[src/host_port_path_parser_macros.svh]
// Assertion macros used by the host path parser top level.
`ifndef HOST_PORT_PATH_PARSER_MACROS_SVH
`define HOST_PORT_PATH_PARSER_MACROS_SVH

// Checks that the consequent holds in the same cycle as the antecedent.
`define HPPP_ASSERT_SAME(name, clk, rst, ante, cons) \
   name: assert property (@(posedge clk) disable iff (rst) (ante) |-> (cons)) \
      else $error("host path parser check failed");

// Checks that the consequent holds in the cycle after the antecedent.
`define HPPP_ASSERT_NEXT(name, clk, rst, ante, cons) \
   name: assert property (@(posedge clk) disable iff (rst) (ante) |=> (cons)) \
      else $error("host path parser check failed");

`endif

[src/hppp_pkg.sv]
// Types, codes and character classes for the host path parser.
package hppp_pkg;

   localparam int HOST_LEN_W = 8;
   localparam int PORT_W     = 17;
   localparam int CSR_W      = 16;

   localparam logic [CSR_W-1:0]  DEFAULT_PORT_RESET = 16'd5900;
   localparam logic [PORT_W-1:0] DISPLAY_MAX        = 17'd99;

   localparam logic [2:0] PH_START   = 3'd0;
   localparam logic [2:0] PH_HOST    = 3'd1;
   localparam logic [2:0] PH_BRHOST  = 3'd2;
   localparam logic [2:0] PH_AFTERBR = 3'd3;
   localparam logic [2:0] PH_COLON   = 3'd4;
   localparam logic [2:0] PH_DIGITS  = 3'd5;

   localparam logic [7:0] CHAR_LBRACKET = 8'h5B;
   localparam logic [7:0] CHAR_RBRACKET = 8'h5D;
   localparam logic [7:0] CHAR_COLON    = 8'h3A;
   localparam logic [7:0] CHAR_DOT      = 8'h2E;
   localparam logic [7:0] CHAR_DASH     = 8'h2D;
   localparam logic [7:0] CHAR_UNDER    = 8'h5F;
   localparam logic [7:0] CHAR_ZERO     = 8'h30;
   localparam logic [7:0] CHAR_NINE     = 8'h39;
   localparam logic [7:0] CHAR_UPPER_A  = 8'h41;
   localparam logic [7:0] CHAR_UPPER_Z  = 8'h5A;
   localparam logic [7:0] CHAR_LOWER_A  = 8'h61;
   localparam logic [7:0] CHAR_LOWER_Z  = 8'h7A;

   typedef struct packed {
      logic [7:0] char_code;
      logic       last_char;
   } req_type;

   typedef struct packed {
      logic                  path_ok;
      logic                  host_offset;
      logic [HOST_LEN_W-1:0] host_length;
      logic                  use_localhost;
      logic [PORT_W-1:0]     port_value;
   } rsp_type;

   // Summary of the path state after the current character.
   typedef struct packed {
      logic [2:0]            phase;
      logic                  bracketed;
      logic                  host_empty;
      logic                  host_bad;
      logic                  failed;
      logic                  too_long;
      logic                  double_colon;
      logic                  digits_empty;
      logic [HOST_LEN_W-1:0] host_length;
      logic [PORT_W-1:0]     port_accum;
   } status_type;

   function automatic logic is_digit(input logic [7:0] c);
      return (c >= CHAR_ZERO) && (c <= CHAR_NINE);
   endfunction

   function automatic logic is_host_char(input logic [7:0] c);
      return ((c >= CHAR_UPPER_A) && (c <= CHAR_UPPER_Z)) ||
             ((c >= CHAR_LOWER_A) && (c <= CHAR_LOWER_Z)) ||
             is_digit(c) || (c == CHAR_DOT) || (c == CHAR_DASH) ||
             (c == CHAR_UNDER) || (c == CHAR_COLON);
   endfunction

endpackage

[src/hppp_tracker.sv]
// Per-character path state registers and their update logic.
module hppp_tracker import hppp_pkg::*; #(
   parameter int MAX_HOST_CHARS  = 255,
   parameter int MAX_PORT_DIGITS = 5
) (
   input  logic       clock,
   input  logic       reset,
   input  logic       step,
   input  logic       step_last,
   input  logic [7:0] step_char,
   output status_type status
);

   localparam int PATH_LIMIT = MAX_HOST_CHARS + MAX_PORT_DIGITS + 5;
   localparam int POS_W      = $clog2(PATH_LIMIT + 2);
   localparam int HC_W       = $clog2(MAX_HOST_CHARS + 2);
   localparam int DC_W       = $clog2(MAX_PORT_DIGITS + 1);

   logic [POS_W-1:0]  position_ff, position_in;
   logic [2:0]        phase_ff, phase_in;
   logic              bracketed_ff, bracketed_in;
   logic [HC_W-1:0]   host_count_ff, host_count_in;
   logic              double_colon_ff, double_colon_in;
   logic [DC_W-1:0]   digit_count_ff, digit_count_in;
   logic [PORT_W-1:0] port_accum_ff, port_accum_in;
   logic              failed_ff, failed_in;
   logic              host_bad_ff, host_bad_in;

   logic [HC_W-1:0]       host_count_inc;
   logic                  host_char_bad;
   logic                  digit_bad;
   logic [PORT_W-1:0]     accum_step;
   logic [POS_W-1:0]      colon_place;
   logic [HC_W+7:0]       host_count_wide;

   always_comb begin
      host_count_inc = (host_count_ff <= HC_W'(MAX_HOST_CHARS)) ?
                       host_count_ff + HC_W'(1) : host_count_ff;
      host_char_bad  = (host_count_inc > HC_W'(MAX_HOST_CHARS)) ||
                       !is_host_char(step_char);
      digit_bad      = !is_digit(step_char) ||
                       (digit_count_ff >= DC_W'(MAX_PORT_DIGITS));
      accum_step     = (port_accum_ff << 3) + (port_accum_ff << 1) +
                       PORT_W'(step_char[3:0]);
      colon_place    = POS_W'(host_count_ff) + POS_W'(3);

      position_in     = (position_ff <= POS_W'(PATH_LIMIT)) ?
                        position_ff + POS_W'(1) : position_ff;
      phase_in        = phase_ff;
      bracketed_in    = bracketed_ff;
      host_count_in   = host_count_ff;
      double_colon_in = double_colon_ff;
      digit_count_in  = digit_count_ff;
      port_accum_in   = port_accum_ff;
      failed_in       = failed_ff;
      host_bad_in     = host_bad_ff;

      case (phase_ff)
         PH_START: begin
            if (step_char == CHAR_LBRACKET) begin
               bracketed_in = 1'b1;
               phase_in     = PH_BRHOST;
            end else if (step_char == CHAR_COLON) begin
               failed_in = 1'b1;
               phase_in  = PH_COLON;
            end else begin
               host_count_in = host_count_inc;
               host_bad_in   = host_bad_ff | host_char_bad;
               phase_in      = PH_HOST;
            end
         end
         PH_HOST: begin
            if (step_char == CHAR_COLON) begin
               phase_in = PH_COLON;
            end else begin
               host_count_in = host_count_inc;
               host_bad_in   = host_bad_ff | host_char_bad;
            end
         end
         PH_BRHOST: begin
            if (step_char == CHAR_RBRACKET) begin
               phase_in = PH_AFTERBR;
            end else begin
               host_count_in = host_count_inc;
               host_bad_in   = host_bad_ff | host_char_bad;
            end
         end
         PH_AFTERBR: begin
            if (step_char == CHAR_COLON) begin
               phase_in = PH_COLON;
               if (position_in != colon_place) begin
                  failed_in = 1'b1;
               end
            end
         end
         PH_COLON: begin
            phase_in = PH_DIGITS;
            if (step_char == CHAR_COLON) begin
               double_colon_in = 1'b1;
            end else if (digit_bad) begin
               failed_in = 1'b1;
            end else begin
               digit_count_in = digit_count_ff + DC_W'(1);
               port_accum_in  = accum_step;
            end
         end
         default: begin
            if (digit_bad) begin
               failed_in = 1'b1;
            end else begin
               digit_count_in = digit_count_ff + DC_W'(1);
               port_accum_in  = accum_step;
            end
         end
      endcase

      host_count_wide     = {8'd0, host_count_in};
      status.phase        = phase_in;
      status.bracketed    = bracketed_in;
      status.host_empty   = (host_count_in == '0);
      status.host_bad     = host_bad_in;
      status.failed       = failed_in;
      status.too_long     = (position_in > POS_W'(PATH_LIMIT));
      status.double_colon = double_colon_in;
      status.digits_empty = (digit_count_in == '0);
      status.host_length  = host_count_wide[HOST_LEN_W-1:0];
      status.port_accum   = port_accum_in;
   end

   always_ff @(posedge clock) begin
      if (reset || (step && step_last)) begin
         position_ff     <= '0;
         phase_ff        <= PH_START;
         bracketed_ff    <= 1'b0;
         host_count_ff   <= '0;
         double_colon_ff <= 1'b0;
         digit_count_ff  <= '0;
         port_accum_ff   <= '0;
         failed_ff       <= 1'b0;
         host_bad_ff     <= 1'b0;
      end else if (step) begin
         position_ff     <= position_in;
         phase_ff        <= phase_in;
         bracketed_ff    <= bracketed_in;
         host_count_ff   <= host_count_in;
         double_colon_ff <= double_colon_in;
         digit_count_ff  <= digit_count_in;
         port_accum_ff   <= port_accum_in;
         failed_ff       <= failed_in;
         host_bad_ff     <= host_bad_in;
      end
   end

endmodule

[src/host_port_path_parser.sv]
// Top level of the streaming host path parser.
//
// The parser takes one path character per clock, unless the input stalls,
// and gives one verdict transaction on each character marked as the last of
// its path. A character is registered on acceptance; when it is stepped, the
// path state is updated from that register and the verdict goes to the
// result register, which presents the result, and a new character can be
// taken in every cycle unless stalled. Only a result that is held by a
// stalled output and would be followed by another result stops the input.
// Writes of the default port take effect at once and must be made only while
// no path is in progress.
`include "host_port_path_parser_macros.svh"

module host_port_path_parser import hppp_pkg::*; #(
   parameter int MAX_HOST_CHARS  = 255,
   parameter int MAX_PORT_DIGITS = 5
) (
   input  logic             clock,
   input  logic             reset,
   input  logic             req_valid,
   output logic             req_stall,
   input  req_type          req_data,
   output logic             rsp_valid,
   input  logic             rsp_stall,
   output rsp_type          rsp_data,
   input  logic             csr_wr_en,
   input  logic [CSR_W-1:0] csr_wr_data
);

   logic             in_valid_ff, in_valid_in;
   req_type          in_data_ff;
   logic [CSR_W-1:0] default_port_ff;
   logic             rsp_valid_ff, rsp_valid_in;
   rsp_type          rsp_ff, rsp_in;

   logic             out_free;
   logic             step;
   logic             in_load;
   status_type       status;
   logic             ok;
   logic             local_host;
   logic [PORT_W-1:0] port;
   logic [PORT_W-1:0] base_port;

   logic             held_fail;
   logic             fail_clean;
   logic             held_local;
   logic             local_clean;
   logic             last_step;
   logic             last_held;

   hppp_tracker #(
      .MAX_HOST_CHARS  (MAX_HOST_CHARS),
      .MAX_PORT_DIGITS (MAX_PORT_DIGITS)
   ) u_tracker (
      .clock     (clock),
      .reset     (reset),
      .step      (step),
      .step_last (in_data_ff.last_char),
      .step_char (in_data_ff.char_code),
      .status    (status)
   );

   assign out_free  = !rsp_valid_ff || !rsp_stall;
   assign step      = in_valid_ff && (!in_data_ff.last_char || out_free);
   assign in_load   = !in_valid_ff || step;
   assign req_stall = !in_load;
   assign rsp_valid = rsp_valid_ff;
   assign rsp_data  = rsp_ff;
   assign base_port = PORT_W'(default_port_ff);

   always_comb begin
      ok         = 1'b1;
      local_host = 1'b0;
      port       = base_port;
      if (status.failed || status.too_long) begin
         ok = 1'b0;
      end else if (status.phase == PH_BRHOST) begin
         local_host = 1'b1;
      end else begin
         if (status.bracketed && status.host_empty) begin
            local_host = 1'b1;
         end else if (status.host_bad) begin
            ok = 1'b0;
         end
         if ((status.phase == PH_COLON) ||
             ((status.phase == PH_DIGITS) && status.digits_empty)) begin
            ok = 1'b0;
         end else if (status.phase == PH_DIGITS) begin
            port = status.port_accum;
            if (!status.double_colon && (status.port_accum <= DISPLAY_MAX)) begin
               port = status.port_accum + base_port;
            end
         end
      end

      rsp_in.path_ok       = ok;
      rsp_in.host_offset   = ok && status.bracketed;
      rsp_in.host_length   = (ok && !local_host) ? status.host_length : '0;
      rsp_in.use_localhost = ok && local_host;
      rsp_in.port_value    = ok ? port : '0;

      in_valid_in = in_load ? req_valid : in_valid_ff;

      if (step && in_data_ff.last_char) begin
         rsp_valid_in = 1'b1;
      end else if (!rsp_stall) begin
         rsp_valid_in = 1'b0;
      end else begin
         rsp_valid_in = rsp_valid_ff;
      end
   end

   always_ff @(posedge clock) begin
      if (reset) begin
         in_valid_ff     <= 1'b0;
         rsp_valid_ff    <= 1'b0;
         default_port_ff <= DEFAULT_PORT_RESET;
      end else begin
         in_valid_ff  <= in_valid_in;
         rsp_valid_ff <= rsp_valid_in;
         if (csr_wr_en) begin
            default_port_ff <= csr_wr_data;
         end
      end
   end

   always_ff @(posedge clock) begin
      if (in_load) begin
         in_data_ff <= req_data;
      end
      if (step && in_data_ff.last_char) begin
         rsp_ff <= rsp_in;
      end
   end

   assign held_fail   = rsp_valid_ff && !rsp_ff.path_ok;
   assign fail_clean  = !rsp_ff.host_offset && (rsp_ff.host_length == '0) &&
                        !rsp_ff.use_localhost && (rsp_ff.port_value == '0);
   assign held_local  = rsp_valid_ff && rsp_ff.use_localhost;
   assign local_clean = rsp_ff.path_ok && (rsp_ff.host_length == '0);
   assign last_step   = step && in_data_ff.last_char;
   assign last_held   = in_valid_ff && in_data_ff.last_char && rsp_valid_ff && rsp_stall;

   `HPPP_ASSERT_SAME(a_fail_fields_zero, clock, reset, held_fail, fail_clean)
   `HPPP_ASSERT_SAME(a_localhost_no_length, clock, reset, held_local, local_clean)
   `HPPP_ASSERT_NEXT(a_last_gives_result, clock, reset, last_step, rsp_valid_ff)
   `HPPP_ASSERT_SAME(a_stall_only_when_held, clock, reset, req_stall, last_held)

endmodule
[config.mk]
export PLATFORM = sky130hd
export DESIGN_NAME = host_port_path_parser
export DESIGN_NICKNAME = d
export VERILOG_FILES = /design/src/hppp_pkg.sv /design/src/hppp_tracker.sv /design/src/host_port_path_parser.sv
export VERILOG_INCLUDE_DIRS = /design/src /design/src/src
export SDC_FILE = /design/constraint.sdc
export NUM_CORES = 1
export LEC_CHECK = 0
export ABC_AREA = 1
export BUFFER_PORTS_ARGS = -buffer_cell sky130_fd_sc_hd__buf_2
export CAP_MARGIN = 20
export CORE_MARGIN = 2
export CORE_UTILIZATION = 51
export CTS_BUF_LIST = sky130_fd_sc_hd__clkbuf_16
export CTS_CLUSTER_SIZE = 10
export DETAILED_ROUTE_END_ITERATION = 16
export GPL_TIMING_DRIVEN = 0
export PLACE_DENSITY = 0.68
export RECOVER_POWER = 25
export SYNTH_ARGS = -nofsm -noshare
export SYNTH_HDL_FRONTEND = slang
export SYNTH_SLANG_ARGS = --single-unit
[constraint.sdc]
create_clock -name clock -period 6.65 [get_ports clock]
set_input_delay 0.665 -clock clock [delete_from_list [all_inputs] [get_ports clock]]
set_output_delay 0.665 -clock clock [all_outputs]
set_load 0.02 [all_outputs]
After elaboration in Yosys (flattened, before gate mapping)
Cells that the tools add are included.
- muxes and demuxes: 47
- $lt $le $gt $ge: 12
- equality and inequality tests: 15
- reduce and logical (&&, ||, !) cells: 41
- add/subtract/negate cells: 7
- bitwise logic cells: 3
- operators by type and width (cell ; count):
    two-way mux 16 bit ; 4
    two-way mux 17 bit ; 3
    two-way mux 9 bit ; 5
    case mux 17 bit (2 select lines) ; 1
    case mux 9 bit (3 select lines) ; 1
    equality test 8 x 6 -> 1 bit, second input constant ; 3
    equality test 8 x 7 -> 1 bit, second input constant ; 3
    two-way mux 1 bit ; 23
    adder 9 x 1 -> 9 bit, second input constant ; 2
    two-way mux 3 bit ; 6
    adder 17 x 16 -> 17 bit ; 1
    adder 17 bit ; 1
    adder 17 x 4 -> 17 bit ; 1
    <= comparator 17 x 7 -> 1 bit, second input constant ; 1
    >= comparator 8 x 7 -> 1 bit, second input constant ; 2
    <= comparator 8 x 7 -> 1 bit, second input constant ; 2
    logical OR 1 bit ; 14
    case mux 3 bit (4 select lines) ; 1
    logical AND 1 bit ; 11
    adder 9 x 2 -> 9 bit, second input constant ; 1
    equality test 3 x 2 -> 1 bit, second input constant ; 3
    equality test 3 bit, second input constant ; 3
    greater-than comparator 9 x 8 -> 1 bit, second input constant ; 1
    greater-than comparator 9 bit, second input constant ; 1
    other kinds (20) ; 31
- logic and storage cells: 145
- bits in registers: 100
- input bits: 30

Longest topological paths before layout
Gate-level depths: netlist (run 1).
- word-level depth: 21
- mapped depth: 27
- mapped depth without buffers: 27

By module
From an unflattened synthesis (run 1), not the netlist that was laid out.
- cell total of the unflattened synthesis: 1097
- area total of the unflattened synthesis: 7562.3 µm²
- modules (own cells, without submodules) (module ; cells each ; area an instance (µm²) ; instances):
    hppp_tracker ; 660 ; 4249.1 ; 1
    host_port_path_parser ; 437 ; 3313.2 ; 1

Least setup slack after synthesis (run 1)
OpenSTA, ideal clock, no wires.
- kind: reg-to-reg
- start: register in_data_ff[4] (netlist bit)
- end: register rsp_ff (netlist bit rsp_data[15]), data pin
- path buffers: 0
- data arrival time: 3620 ps
- stages on the path, launching flop included: 25
- path slack: 2778 ps
- setup time: 253 ps
- cell sequence: edfxtp_1 inv_1 fa_1 fa_1 inv_1 nand3_1 nand3_1 nand2_1 nand3_1 a21oi_1 a21oi_1 inv_1 ha_1 nand2_1 nor2_1 nand3_1 nand3_1 nand2_1 nand2_1 a21oi_1 o21ai_0 xnor2_1 o21ai_0 nor2_1 nor2_1
- RTL lines (element ; line ; RTL):
    start, declared ; host_port_path_parser.sv:31 ; req_type in_data_ff;
    start signal, assigned ; host_port_path_parser.sv:130 ; in_data_ff <= req_data;
    end signal, assigned ; host_port_path_parser.sv:133 ; rsp_ff <= rsp_in;
    end, declared ; host_port_path_parser.sv:34 ; rsp_type rsp_ff, rsp_in;

==> impl_metrics.json, run 1 <==
{
  "status": "finished clean",
  "finalWeightedCongestion": 0.935,
  "finalWorstPathRequiredPeriod_ns": 4.81,
  "report.final.setup_viol": 0,
  "global_route.overflow_total": 0,
  "r2r.worst_path.cells": 24,
  "grt.total_usage": 0.274,
  "total_negative_slack_ns": 0,
  "min_to": "u_tracker.host_bad_ff$_SDFFE_PP0P_",
  "post-cts-setup-buffer-count": 0,
  "hold_path_startpoint": "u_tracker.host_bad_ff$_SDFFE_PP0P_",
  "ctsRootBufferMaster": "sky130_fd_sc_hd__clkbuf_16",
  "cpMostUsedCell": "sky130_fd_sc_hd__nand2_1",
  "initial_core_util": 0.522,
  "drtPass1Iterations": 5,
  "total_number_of_vias": 7449,
  "clock-sinks": 100,
  "cts_hold_bufs": 0,
  "synthCells": 1130,
  "max_slew.worst_pin.slew_ns": 0.727,
  "data_arrival_critical_path_ns": 5.02,
  "crit_path_start_kind": "flip-flop",
  "unrepaired_setup_endpoints_after_global_routing": "false",
  "timing.critical_path.max_delay_family": "adder cells",
  "cts-buffers-inserted": 9,
  "wl_mm": 21.1,
  "layout.cells.most_common_list": "282 x sky130_fd_sc_hd__nand2_1, 175 x sky130_fd_sc_hd__inv_1, 113 x sky130_fd_sc_hd__nor2_1, 86 x sky130_fd_sc_hd__nand3_1, 79 x sky130_fd_sc_hd__o21ai_0",
  "hold-path-cell-count": 2,
  "grt_pass1_vias": 6972,
  "n_antenna_cell": 0,
  "final_antenna_net_count": 0,
  "yosysWarnings": 0,
  "grt_max_degree": 23,
  "worstHoldPathType": "reg -> reg",
  "chipWidth_um": 126,
  "hold_ws_ns": 0.467,
  "crit_chain": "inv_1, fa_1, fa_1, inv_1, nand3_1, nand3_1, nand2_1, nand2_1, nor2_1, nand3b_1, o21ai_1, ha_1, nand2_1, a21oi_1, a211oi_1, nand3_1, nand2_1, nand2_1, a21oi_1, o21ai_0, xnor2_1, o21ai_0, nor2_1, nor2_1",
  "fp.dieH_um": 126,
  "critical_path_peak_fanout": 6,
  "pleak_nw": 4.37,
  "synth-edff-count": 37,
  "crit_type": "reg -> reg",
  "synthesis.area_per_instance_um2": 6.71,
  "power.density_nw_per_um2": 192,
  "crit_path_end_kind": "flip-flop",
  "timing.fmax_ghz": 0.208,
  "htreeDepth": 3,
  "pin_count": 60,
  "drv.max_cap_violation_count": 0,
  "max_slew_margin": 0.515,
  "timing.clock.skew_ns": 0.0129,
  "clkLatencyLatePin_ns": 0.36,
  "ys_seq_elements": 100,
  "post_synth_num_cell_types": 48,
  "timing_hold_violations_final": 0,
  "numPortBuffers": 58,
  "cpPeakStageDelay_ns": 0.49,
  "finalCritPeriodShare": 0.723,
  "worstReg2RegEnd": "rsp_data[15]$_SDFFCE_PN0P_",
  "report.final.slew_viol_count": 0,
  "first_pass_grt_wire_length_mm": 34.8,
  "async_flop_share": 0,
  "r2r_slack_ns": 1.84,
  "iteration_0_drc_count_of_the_detailed_router": 510,
  "antenna_found_initial": 0,
  "crit_slowest_cell": "sky130_fd_sc_hd__fa_1",
  "synth_nets": 1213,
  "detailed_place_hpwl_mm": 16.7,
  "path_clk_slew_ns": 0.08,
  "critPathBufInv": 2,
  "synthToLayoutAreaGrowth_pct": 11.0,
  "cts.path.max_buffers": 2,
  "drive_gt1_frac": 0.0913,
  "yosys_most_used_dff": "sky130_fd_sc_hd__dfxtp_1",
  "fillers": 1468,
  "layout.cells.most_common": "sky130_fd_sc_hd__nand2_1",
  "crit_required_ns": 6.86,
  "drcViolationCount": 0,
  "floorplan.core_area_um2": 14500,
  "synth.cell_area_um2": 7580,
  "cts-resized-gates": 0,
  "vias_per_cell": 5.36,
  "wirelength_per_cell_um": 15.2,
  "ir_worst_vdd_uv": 173,
  "ys_seq_area_frac": 0.313,
  "fp.dieArea_um2": 15900,
  "nets": 1283,
  "timing.critical_path.from": "in_data_ff[4]$_DFFE_PN_",
  "worstReg2RegStart": "in_data_ff[4]$_DFFE_PN_",
  "num_rows": 44,
  "cts_tree": "done"
}
-- per-stage QoR --
stage                     setup WS (ns)  utilization  power [W]  instance area (um2)  cells
after floorplan                    2.78            -   0.000980                 7580   1130
after detailed placement           1.93        0.560    0.00109                 8130   1373
after global placement             1.91        0.558    0.00109                 8110   1372
final                              1.84        0.579    0.00161                 8420   1389
after global routing               1.43        0.579    0.00170                 8420   1389
after CTS                          1.90        0.580    0.00162                 8430   1389
-- layer usage --
metal  vias up  GRT usage  share of wire
met5         -          0              0
met2       219      0.444           0.45
met1      3363      0.365           0.46
met4         0      0.102          0.039
li1       3825          -              -
met3        42     0.0497          0.052
-- registers in the layout (all words and copies together) (netlist names) --
signal                     cells
u_tracker.phase_ff             3
u_tracker.port_accum_ff       17
rsp_data                      28
u_tracker.digit_count_ff       3
u_tracker.bracketed_ff         1
in_data_ff                     9
u_tracker.failed_ff            1
u_tracker.position_ff          9
u_tracker.double_colon_ff      1
u_tracker.host_count_ff        9
u_tracker.host_bad_ff          1
in_valid_ff                    1
rsp_valid                      1
default_port_ff               16
-- worst min-delay path, delay by kind of cell (launching register included) --
| kind | cells | cell delay (ns) |
|---|---|---|
| buf+inv | 1 | 0.06 |
| compound gates | 1 | 0.06 |
| flops | 1 | 0.30 |
-- worst max path at each step --
stage / endpoint / depth (start not counted) / slack [ns]
after detailed placement: rsp_data[15]$_SDFFCE_PN0P_ / 24 / 1.93
after CTS: rsp_data[15]$_SDFFCE_PN0P_ / 24 / 1.90
after global routing: rsp_data[15]$_SDFFCE_PN0P_ / 24 / 1.43
after global placement: rsp_data[15]$_SDFFCE_PN0P_ / 24 / 1.91
after floorplan: rsp_data[15]$_SDFFCE_PN0P_ / 24 / 2.78
final: rsp_data[15]$_SDFFCE_PN0P_ / 24 / 1.84
-- cells by family after synthesis --
| family | synth area share |
|---|---|
| flops | 0.313 |
| xor+xnor | 0.0277 |
| simple gates | 0.318 |
| fa+ha+maj | 0.0904 |
| buf+inv | 0.110 |
| compound gates | 0.141 |
-- power by group --
part	switching, W	total, W	internal [W]	leakage (nW)
Clock	0.000267	0.000533	0.000266	0.149
Combinational	0.000254	0.000382	0.000128	3.34
Sequential	0.0000297	0.000699	0.000669	0.883
Total	0.000551	0.00161	0.00106	4.37
-- cell usage after synthesis (2+ instances only) --
| cell | instances | area, um2 |
|---|---|---|
| sky130_fd_sc_hd__nand2_1 | 282 | 1060 |
| sky130_fd_sc_hd__inv_1 | 174 | 653 |
| sky130_fd_sc_hd__nor2_1 | 113 | 424 |
| sky130_fd_sc_hd__nand3_1 | 86 | 430 |
| sky130_fd_sc_hd__o21ai_0 | 79 | 395 |
| sky130_fd_sc_hd__a21oi_1 | 74 | 370 |
| sky130_fd_sc_hd__dfxtp_1 | 63 | 1260 |
| sky130_fd_sc_hd__ha_1 | 50 | 626 |
| sky130_fd_sc_hd__edfxtp_1 | 37 | 1110 |
| sky130_fd_sc_hd__nand4_1 | 20 | 125 |
| sky130_fd_sc_hd__clkbuf_1 | 19 | 71.3 |
| sky130_fd_sc_hd__xor2_1 | 16 | 140 |
| sky130_fd_sc_hd__o21ai_1 | 13 | 65.1 |
| sky130_fd_sc_hd__nor3_1 | 10 | 50.1 |
| sky130_fd_sc_hd__o211ai_1 | 9 | 67.6 |
| sky130_fd_sc_hd__nand2_2 | 8 | 50.1 |
| sky130_fd_sc_hd__xnor2_1 | 8 | 70.1 |
| sky130_fd_sc_hd__nand3b_1 | 7 | 52.6 |
| sky130_fd_sc_hd__inv_2 | 6 | 22.5 |
| sky130_fd_sc_hd__a211oi_1 | 5 | 37.5 |
| sky130_fd_sc_hd__a31oi_1 | 4 | 25.0 |
| sky130_fd_sc_hd__buf_6 | 4 | 45.0 |
| sky130_fd_sc_hd__buf_2 | 3 | 15.0 |
| sky130_fd_sc_hd__fa_1 | 3 | 60.1 |
| sky130_fd_sc_hd__nor2_2 | 3 | 18.8 |
| sky130_fd_sc_hd__nor2_4 | 3 | 33.8 |
| sky130_fd_sc_hd__a221oi_1 | 2 | 17.5 |
| sky130_fd_sc_hd__buf_4 | 2 | 15.0 |
| sky130_fd_sc_hd__clkinv_1 | 2 | 7.51 |
| sky130_fd_sc_hd__nand2_4 | 2 | 22.5 |
| sky130_fd_sc_hd__nand3_4 | 2 | 35.0 |
| sky130_fd_sc_hd__nor2_8 | 2 | 40.0 |
| sky130_fd_sc_hd__o21bai_1 | 2 | 15.0 |
| sky130_fd_sc_hd__o22ai_1 | 2 | 12.5 |
| sky130_fd_sc_hd__or2_1 | 2 | 12.5 |
-- cell type report --
| cell class | count | area, um2 | area share |
|---|---|---|---|
| timing repair buffer | 59 | 309 | 0.0367 |
| sequential | 100 | 2370 | 0.282 |
| inverter | 183 | 689 | 0.0819 |
| clock inverter | 7 | 68.8 | 0.00817 |
| clock buffer | 9 | 225 | 0.0268 |
| tap | 184 | 230 | 0.0273 |
| buffer | 28 | 146 | 0.0174 |
| multi-input combinational | 819 | 4380 | 0.520 |
Note: power is estimated with default switching activity, not from simulation.
==> run 2: changes to the inputs <==
--- a/config.mk
+++ b/config.mk
@@ -6,7 +6,7 @@
 export SDC_FILE = /design/constraint.sdc
 export NUM_CORES = 1
 export LEC_CHECK = 0
-export ABC_AREA = 1
+export ABC_AREA = 0
 export BUFFER_PORTS_ARGS = -buffer_cell sky130_fd_sc_hd__buf_2
 export CAP_MARGIN = 20
 export CORE_MARGIN = 2
==> constraint.sdc (replaced) <==
create_clock -name clock -period 4.5 [get_ports clock]
set_input_delay 0.45 -clock clock [delete_from_list [all_inputs] [get_ports clock]]
set_output_delay 0.45 -clock clock [all_outputs]
set_load 0.02 [all_outputs]
==> run 2 against run 1 <==
Compared with the run above: register-to-register slack worse by 1.7 ns; total power grew 36%; count of clock-buffer cells in the layout unchanged; utilization grew 2.9 points; worst hold slack got worse by 0.20 ns; non-clock buffer count is 33 higher; cell count fell by 18%; synthesized cell count fell by 23%; fmax is 11% higher; routed wire length fell by 8.1%; sequential cell count stayed put; combinational power grew 7.3%; largest cell class unchanged.
==> impl_metrics.json, run 2 <==
{
  "report.final.setup_viol": 0,
  "cpPeakStageDelay_ns": 0.47,
  "wirelength_per_cell_um": 17.1,
  "clkLatencyLatePin_ns": 0.36,
  "pleak_nw": 3.33,
  "power.density_nw_per_um2": 257,
  "cts-buffers-inserted": 9,
  "detailed_place_hpwl_mm": 14.6,
  "max_slew.worst_pin.slew_ns": 0.835,
  "grt_max_degree": 20,
  "drive_gt1_frac": 0.150,
  "crit_path_end_kind": "flip-flop",
  "power.total_w": 0.00219,
  "crit_slowest_cell": "sky130_fd_sc_hd__edfxtp_1",
  "ys_seq_elements": 100,
  "timing_hold_violations_final": 0,
  "crit_required_ns": 4.61,
  "num_rows": 43,
  "dpl-instance-area_um2": 7910,
  "total_number_of_vias": 6798,
  "clock-sinks": 100,
  "place_inst": 1110,
  "synth_common_cells": "116 x sky130_fd_sc_hd__nor2_1, 65 x sky130_fd_sc_hd__nand2_1, 63 x sky130_fd_sc_hd__dfxtp_1",
  "fp.dieArea_um2": 15400,
  "largest_register_ff_count": 28,
  "grt.total_usage": 0.246,
  "crit_chain": "ha_1, ha_4, inv_1, fa_2, nor2b_2, o31a_1, o21a_1, o21a_1, o31ai_4, ha_1, and3_1, a31oi_2, a211oi_1, or3_1, a21oi_2, xnor2_1, a211oi_2, nor3_1",
  "fin_area_um2": 8510,
  "async_flop_share": 0,
  "finalWeightedCongestion": 0.888,
  "vias_per_cell": 5.97,
  "report.final.slew_viol_count": 0,
  "ys_seq_area_frac": 0.322,
  "global_route.overflow_total": 0,
  "pin_count": 60,
  "critical_path_peak_fanout": 6,
  "drtPass1Iterations": 5,
  "floorplan.core_area_um2": 14000,
  "crit_type": "reg -> reg",
  "synthToLayoutAreaGrowth_pct": 15.5,
  "fp.dieH_um": 124,
  "crit_path_start_kind": "flip-flop",
  "cts_tree": "done",
  "layout.cells.most_common_list": "116 x sky130_fd_sc_hd__nor2_1, 65 x sky130_fd_sc_hd__nand2_1, 61 x sky130_fd_sc_hd__dfxtp_1, 52 x sky130_fd_sc_hd__clkbuf_1, 47 x sky130_fd_sc_hd__ha_1",
  "timing.fmax_ghz": 0.230,
  "synth-edff-count": 37,
  "path_clk_slew_ns": 0.07,
  "fillers": 1281,
  "yosys_most_used_dff": "sky130_fd_sc_hd__dfxtp_1",
  "grt_pass1_vias": 6078,
  "htreeDepth": 3,
  "timing.clock.skew_ns": 0.00963,
  "hold-path-cell-count": 1,
  "r2r.worst_path.cells": 18,
  "final_antenna_net_count": 0,
  "finalCritPeriodShare": 0.966,
  "worstHoldPathType": "in -> reg",
  "synth.cell_area_um2": 7370,
  "synthCells": 871,
  "post_synth_num_cell_types": 86,
  "layout.cells.most_common": "sky130_fd_sc_hd__nor2_1",
  "yosysMostFrequentCell": "sky130_fd_sc_hd__nor2_1",
  "netlist.area_leader.share": 0.171,
  "iteration_0_drc_count_of_the_detailed_router": 728,
  "synth_area_leader_cell": "sky130_fd_sc_hd__dfxtp_1",
  "nets": 1036,
  "wl_mm": 19.4,
  "initial_core_util": 0.527,
  "ctsRootBufferMaster": "sky130_fd_sc_hd__clkbuf_16",
  "numPortBuffers": 58,
  "cts_hold_bufs": 0,
  "drcViolationCount": 0,
  "synthesis.area_per_instance_um2": 8.46,
  "first_pass_grt_wire_length_mm": 31.3,
  "ys_top_cells_by_area": "sky130_fd_sc_hd__dfxtp_1 17%, sky130_fd_sc_hd__edfxtp_1 15%, sky130_fd_sc_hd__ha_1 8.5%",
  "yosysWarnings": 0,
  "finalWorstPathRequiredPeriod_ns": 4.35,
  "total_negative_slack_ns": 0,
  "antenna_found_initial": 0,
  "final_core_utilization": 0.608,
  "n_antenna_cell": 0,
  "status": "finished clean",
  "ir_worst_vdd_uv": 202,
  "final_cell_count_no_fill": 1138,
  "drv.max_cap_violation_count": 0,
  "cts.path.max_buffers": 2,
  "chipWidth_um": 124,
  "data_arrival_critical_path_ns": 4.46,
  "max_slew_margin": 0.441,
  "synth_nets": 954
}
run 2: path summary, 6_finish.rpt:
kind | end | slack (ns) | startpoint
setup / recovery | rsp_data[15]$_SDFFCE_PN0P_ | 0.15 | in_data_ff[3]$_DFFE_PN_
hold / removal | in_data_ff[5]$_DFFE_PN_ | 0.27 | req_data[5]
setup reg to reg | rsp_data[15]$_SDFFCE_PN0P_ | 0.15 | in_data_ff[3]$_DFFE_PN_
hold reg to reg | u_tracker.bracketed_ff$_SDFFE_PP0P_ | 0.48 | u_tracker.bracketed_ff$_SDFFE_PP0P_
run 2: timing repair:
action / in CTS / in global routing
buffers inserted: 4 / 9
pin swaps: 2 / 11
resized for setup: 14 / 43
endpoints found under the setup margin: 17 / 16
gates cloned: 0 / 0
run 2: critical path: cells and delay by family (launching register included):
| family | cells | cell delay (ns) |
|---|---|---|
| XOR/XNOR | 1 | 0.09 |
| adder cells (fa/ha/maj) | 4 | 1.12 |
| AO/OA/AOI/OAI | 8 | 1.67 |
| AND/OR/NAND/NOR | 4 | 0.68 |
| flip-flops | 1 | 0.47 |
| buffers and inverters | 1 | 0.07 |
run 2: metrics by stage:
step / setup slack [ns] / hold slack, ns
2_1_floorplan: 0.138 / 0.437
3_3_place_gp: -0.512 / 0.448
3_5_place_dp: -0.492 / 0.464
4_1_cts: -0.0447 / 0.254
5_1_grt: -0.00481 / 0.248
6_report: 0.153 / 0.265
run 2: where the power goes:
part	switching, W	internal, W
Clock	0.000389	0.000390
Combinational	0.000243	0.000168
Sequential	0.0000316	0.000970
run 2: cells by family after synthesis:
kind of cell	share of synthesized area
mux	0.0272
fa+ha+maj	0.0931
flops	0.322
compound gates	0.204
xor+xnor	0.0572
simple gates	0.247
buf+inv	0.0494
run 2: cell type report:
class | count | area (um2) | share of cell area
Sequential cell | 100 | 2370 | 0.279
Multi-Input combinational cell | 684 | 4860 | 0.571
Clock buffer | 9 | 225 | 0.0265
Tap cell | 180 | 225 | 0.0265
Clock inverter | 7 | 72.6 | 0.00853
Inverter | 38 | 143 | 0.0168
Timing Repair Buffer | 72 | 388 | 0.0456
Buffer | 48 | 225 | 0.0265
run 2: per-layer routing:
layer	part of all wire	GRT usage	routed length, um
met1	0.51	0.374	9810
met5	0	0	0
met2	0.42	0.365	8220
met4	0.0083	0.0476	162
met3	0.063	0.0465	1220
==> run 3: changes to the inputs <==
--- a/config.mk
+++ b/config.mk
@@ -7,15 +7,15 @@
 export NUM_CORES = 1
 export LEC_CHECK = 0
 export ABC_AREA = 0
-export BUFFER_PORTS_ARGS = -buffer_cell sky130_fd_sc_hd__buf_2
 export CAP_MARGIN = 20
 export CORE_MARGIN = 2
 export CORE_UTILIZATION = 51
 export CTS_BUF_LIST = sky130_fd_sc_hd__clkbuf_16
 export CTS_CLUSTER_SIZE = 10
 export DETAILED_ROUTE_END_ITERATION = 16
+export DONT_BUFFER_PORTS = 1
 export GPL_TIMING_DRIVEN = 0
-export PLACE_DENSITY = 0.68
+export PLACE_DENSITY = 0.64
 export RECOVER_POWER = 25
 export SYNTH_ARGS = -nofsm -noshare
 export SYNTH_HDL_FRONTEND = slang
==> run 3 against run 2 <==
Compared with the run above: critical path type unchanged; total power is 0.81% lower; die area is the same; critical path depth shrank 1; combinational power is 5.4% lower.
==> impl_metrics.json, run 3 (synthesis gave the netlist of run 2 again) <==
{
  "status": "finished clean",
  "crit_end": "rsp_data[13]$_SDFFCE_PN0P_",
  "nets": 976,
  "wl_mm": 20.6,
  "crit_path_end_kind": "flip-flop",
  "ctsRootBufferMaster": "sky130_fd_sc_hd__clkbuf_16",
  "detailed_place_hpwl_mm": 15.7,
  "fp.dieH_um": 124,
  "worstReg2RegStart": "u_tracker.port_accum_ff[2]$_SDFFE_PP0P_",
  "wirelength_per_cell_um": 19.1,
  "drv.max_cap_violation_count": 0,
  "pleak_nw": 3.16,
  "finalCritPeriodShare": 0.968,
  "synthToLayoutAreaGrowth_pct": 11.5,
  "grt_max_degree": 25,
  "clock-sinks": 100,
  "first_pass_grt_wire_length_mm": 32.8,
  "cts_tree": "done",
  "htreeDepth": 3,
  "finalWeightedCongestion": 0.935,
  "max_slew_margin": 0.411,
  "drcViolationCount": 0,
  "pin_count": 60,
  "crit_type": "reg -> reg",
  "floorplan.core_area_um2": 14000,
  "hold_ws_ns": 0.152,
  "power.density_nw_per_um2": 264,
  "grt_pass1_vias": 6231,
  "chipWidth_um": 124,
  "path_clk_slew_ns": 0.08,
  "ir_worst_vdd_uv": 180,
  "r2r.worst_path.cells": 17,
  "fillers": 1250,
  "global_route.overflow_total": 0,
  "iteration_0_drc_count_of_the_detailed_router": 623,
  "max_slew.worst_pin.slew_ns": 0.878,
  "antenna_found_initial": 0,
  "r2r_slack_ns": 0.14,
  "report.final.slew_viol_count": 0,
  "worstReg2RegEnd": "rsp_data[13]$_SDFFCE_PN0P_",
  "data_arrival_critical_path_ns": 4.47,
  "timing.fmax_ghz": 0.230,
  "vias_per_cell": 6.37,
  "largest_register_ff_count": 28,
  "numPortBuffers": 0,
  "layout.cells.most_common_list": "116 x sky130_fd_sc_hd__nor2_1, 64 x sky130_fd_sc_hd__nand2_1, 61 x sky130_fd_sc_hd__dfxtp_1, 45 x sky130_fd_sc_hd__ha_1, 39 x sky130_fd_sc_hd__inv_1",
  "timing.critical_path.from": "u_tracker.port_accum_ff[2]$_SDFFE_PP0P_",
  "crit_required_ns": 4.61,
  "initial_core_util": 0.527,
  "unrepaired_setup_endpoints_after_global_routing": "true",
  "fp.dieArea_um2": 15400,
  "finalWorstPathRequiredPeriod_ns": 4.36,
  "num_rows": 43,
  "grt.total_usage": 0.260,
  "clkLatencyLatePin_ns": 0.36,
  "layout.cells.most_common": "sky130_fd_sc_hd__nor2_1",
  "worstHoldPathType": "in -> reg",
  "cts-buffers-inserted": 9,
  "drtPass1Iterations": 5,
  "drive_gt1_frac": 0.117,
  "timing_hold_violations_final": 0,
  "n_antenna_cell": 0,
  "power.total_w": 0.00217,
  "timing.clock.skew_ns": 0.0109,
  "critical_path_peak_fanout": 6,
  "total_number_of_vias": 6866,
  "final_antenna_net_count": 0,
  "cts.path.max_buffers": 2,
  "crit_path_start_kind": "flip-flop",
  "report.final.setup_viol": 0
}
-- run 3: worst max-delay path: stages (launching register included) --
cell	delay [ns]
sky130_fd_sc_hd__dfxtp_2	0.35
sky130_fd_sc_hd__inv_1	0.08
sky130_fd_sc_hd__fa_1	0.61
sky130_fd_sc_hd__fa_2	0.24
sky130_fd_sc_hd__nor2b_1	0.06
sky130_fd_sc_hd__o31a_1	0.31
sky130_fd_sc_hd__o21a_1	0.23
sky130_fd_sc_hd__o21a_1	0.21
sky130_fd_sc_hd__o31ai_4	0.35
sky130_fd_sc_hd__ha_4	0.27
sky130_fd_sc_hd__and3_1	0.17
sky130_fd_sc_hd__a31oi_4	0.20
sky130_fd_sc_hd__a21oi_1	0.12
sky130_fd_sc_hd__and2_1	0.18
sky130_fd_sc_hd__o21ai_0	0.16
sky130_fd_sc_hd__nand2_1	0.09
sky130_fd_sc_hd__a311o_1	0.32
sky130_fd_sc_hd__o211a_1	0.15
-- run 3: what timing repair did --
action,CTS,global route
setup endpoints to repair,17,17
hold buffers,0,0
resized for setup,19,37
pin swaps,6,15
buffers inserted,8,3
endpoints found under the hold margin,0,0
-- run 3: final cells by class --
| type | instances | area [um2] | share of cell area |
|---|---|---|---|
| multi-input combinational | 684 | 4860 | 0.591 |
| clock inverter | 7 | 62.6 | 0.00761 |
| buffer | 48 | 226 | 0.0276 |
| clock buffer | 9 | 225 | 0.0274 |
| timing repair buffer | 12 | 101 | 0.0123 |
| sequential | 100 | 2370 | 0.289 |
| inverter | 38 | 143 | 0.0174 |
| tap | 180 | 225 | 0.0274 |
-- run 3: worst min path at each step --
| stage | startpoint | endpoint | slack, ns | depth (start not counted) |
|---|---|---|---|---|
| 2_1_floorplan | u_tracker.bracketed_ff$_SDFFE_PP0P_ | u_tracker.bracketed_ff$_SDFFE_PP0P_ | 0.44 | 2 |
| 3_3_place_gp | u_tracker.bracketed_ff$_SDFFE_PP0P_ | u_tracker.bracketed_ff$_SDFFE_PP0P_ | 0.45 | 2 |
| 3_5_place_dp | u_tracker.double_colon_ff$_SDFFE_PP0P_ | u_tracker.double_colon_ff$_SDFFE_PP0P_ | 0.46 | 2 |
| 4_1_cts | reset | rsp_valid$_SDFFE_PP0P_ | 0.15 | 1 |
| 5_1_grt | reset | rsp_valid$_SDFFE_PP0P_ | 0.15 | 1 |
| 6_report | reset | rsp_valid$_SDFFE_PP0P_ | 0.15 | 1 |
-- run 3: layer usage --
metal,GRT usage,up-vias,share of wire
li1,-,3277,-
met2,0.386,284,0.44
met5,0,-,0
met1,0.389,3281,0.48
met4,0.0628,0,0.016
met3,0.0473,24,0.068
-- run 3: power by group --
part | internal [W] | leakage (nW) | switching, W | total, W
logic | 0.000155 | 2.13 | 0.000233 | 0.000388
clock network | 0.000385 | 0.141 | 0.000388 | 0.000773
registers | 0.000970 | 0.883 | 0.0000412 | 0.00101
-- run 3: stage by stage --
stage	setup TNS (ns)	setup WS, ns	instances	cell area, um2	utilization
6_report	0	0.144	1078	8220	0.587
5_1_grt	-0.00913	-0.00913	1078	8220	0.587
4_1_cts	0	0.0183	1076	8040	0.575
3_5_place_dp	-4.13	-0.530	1052	7610	0.544
3_3_place_gp	-3.32	-0.490	1051	7590	0.543
2_1_floorplan	0	0.138	871	7370	-
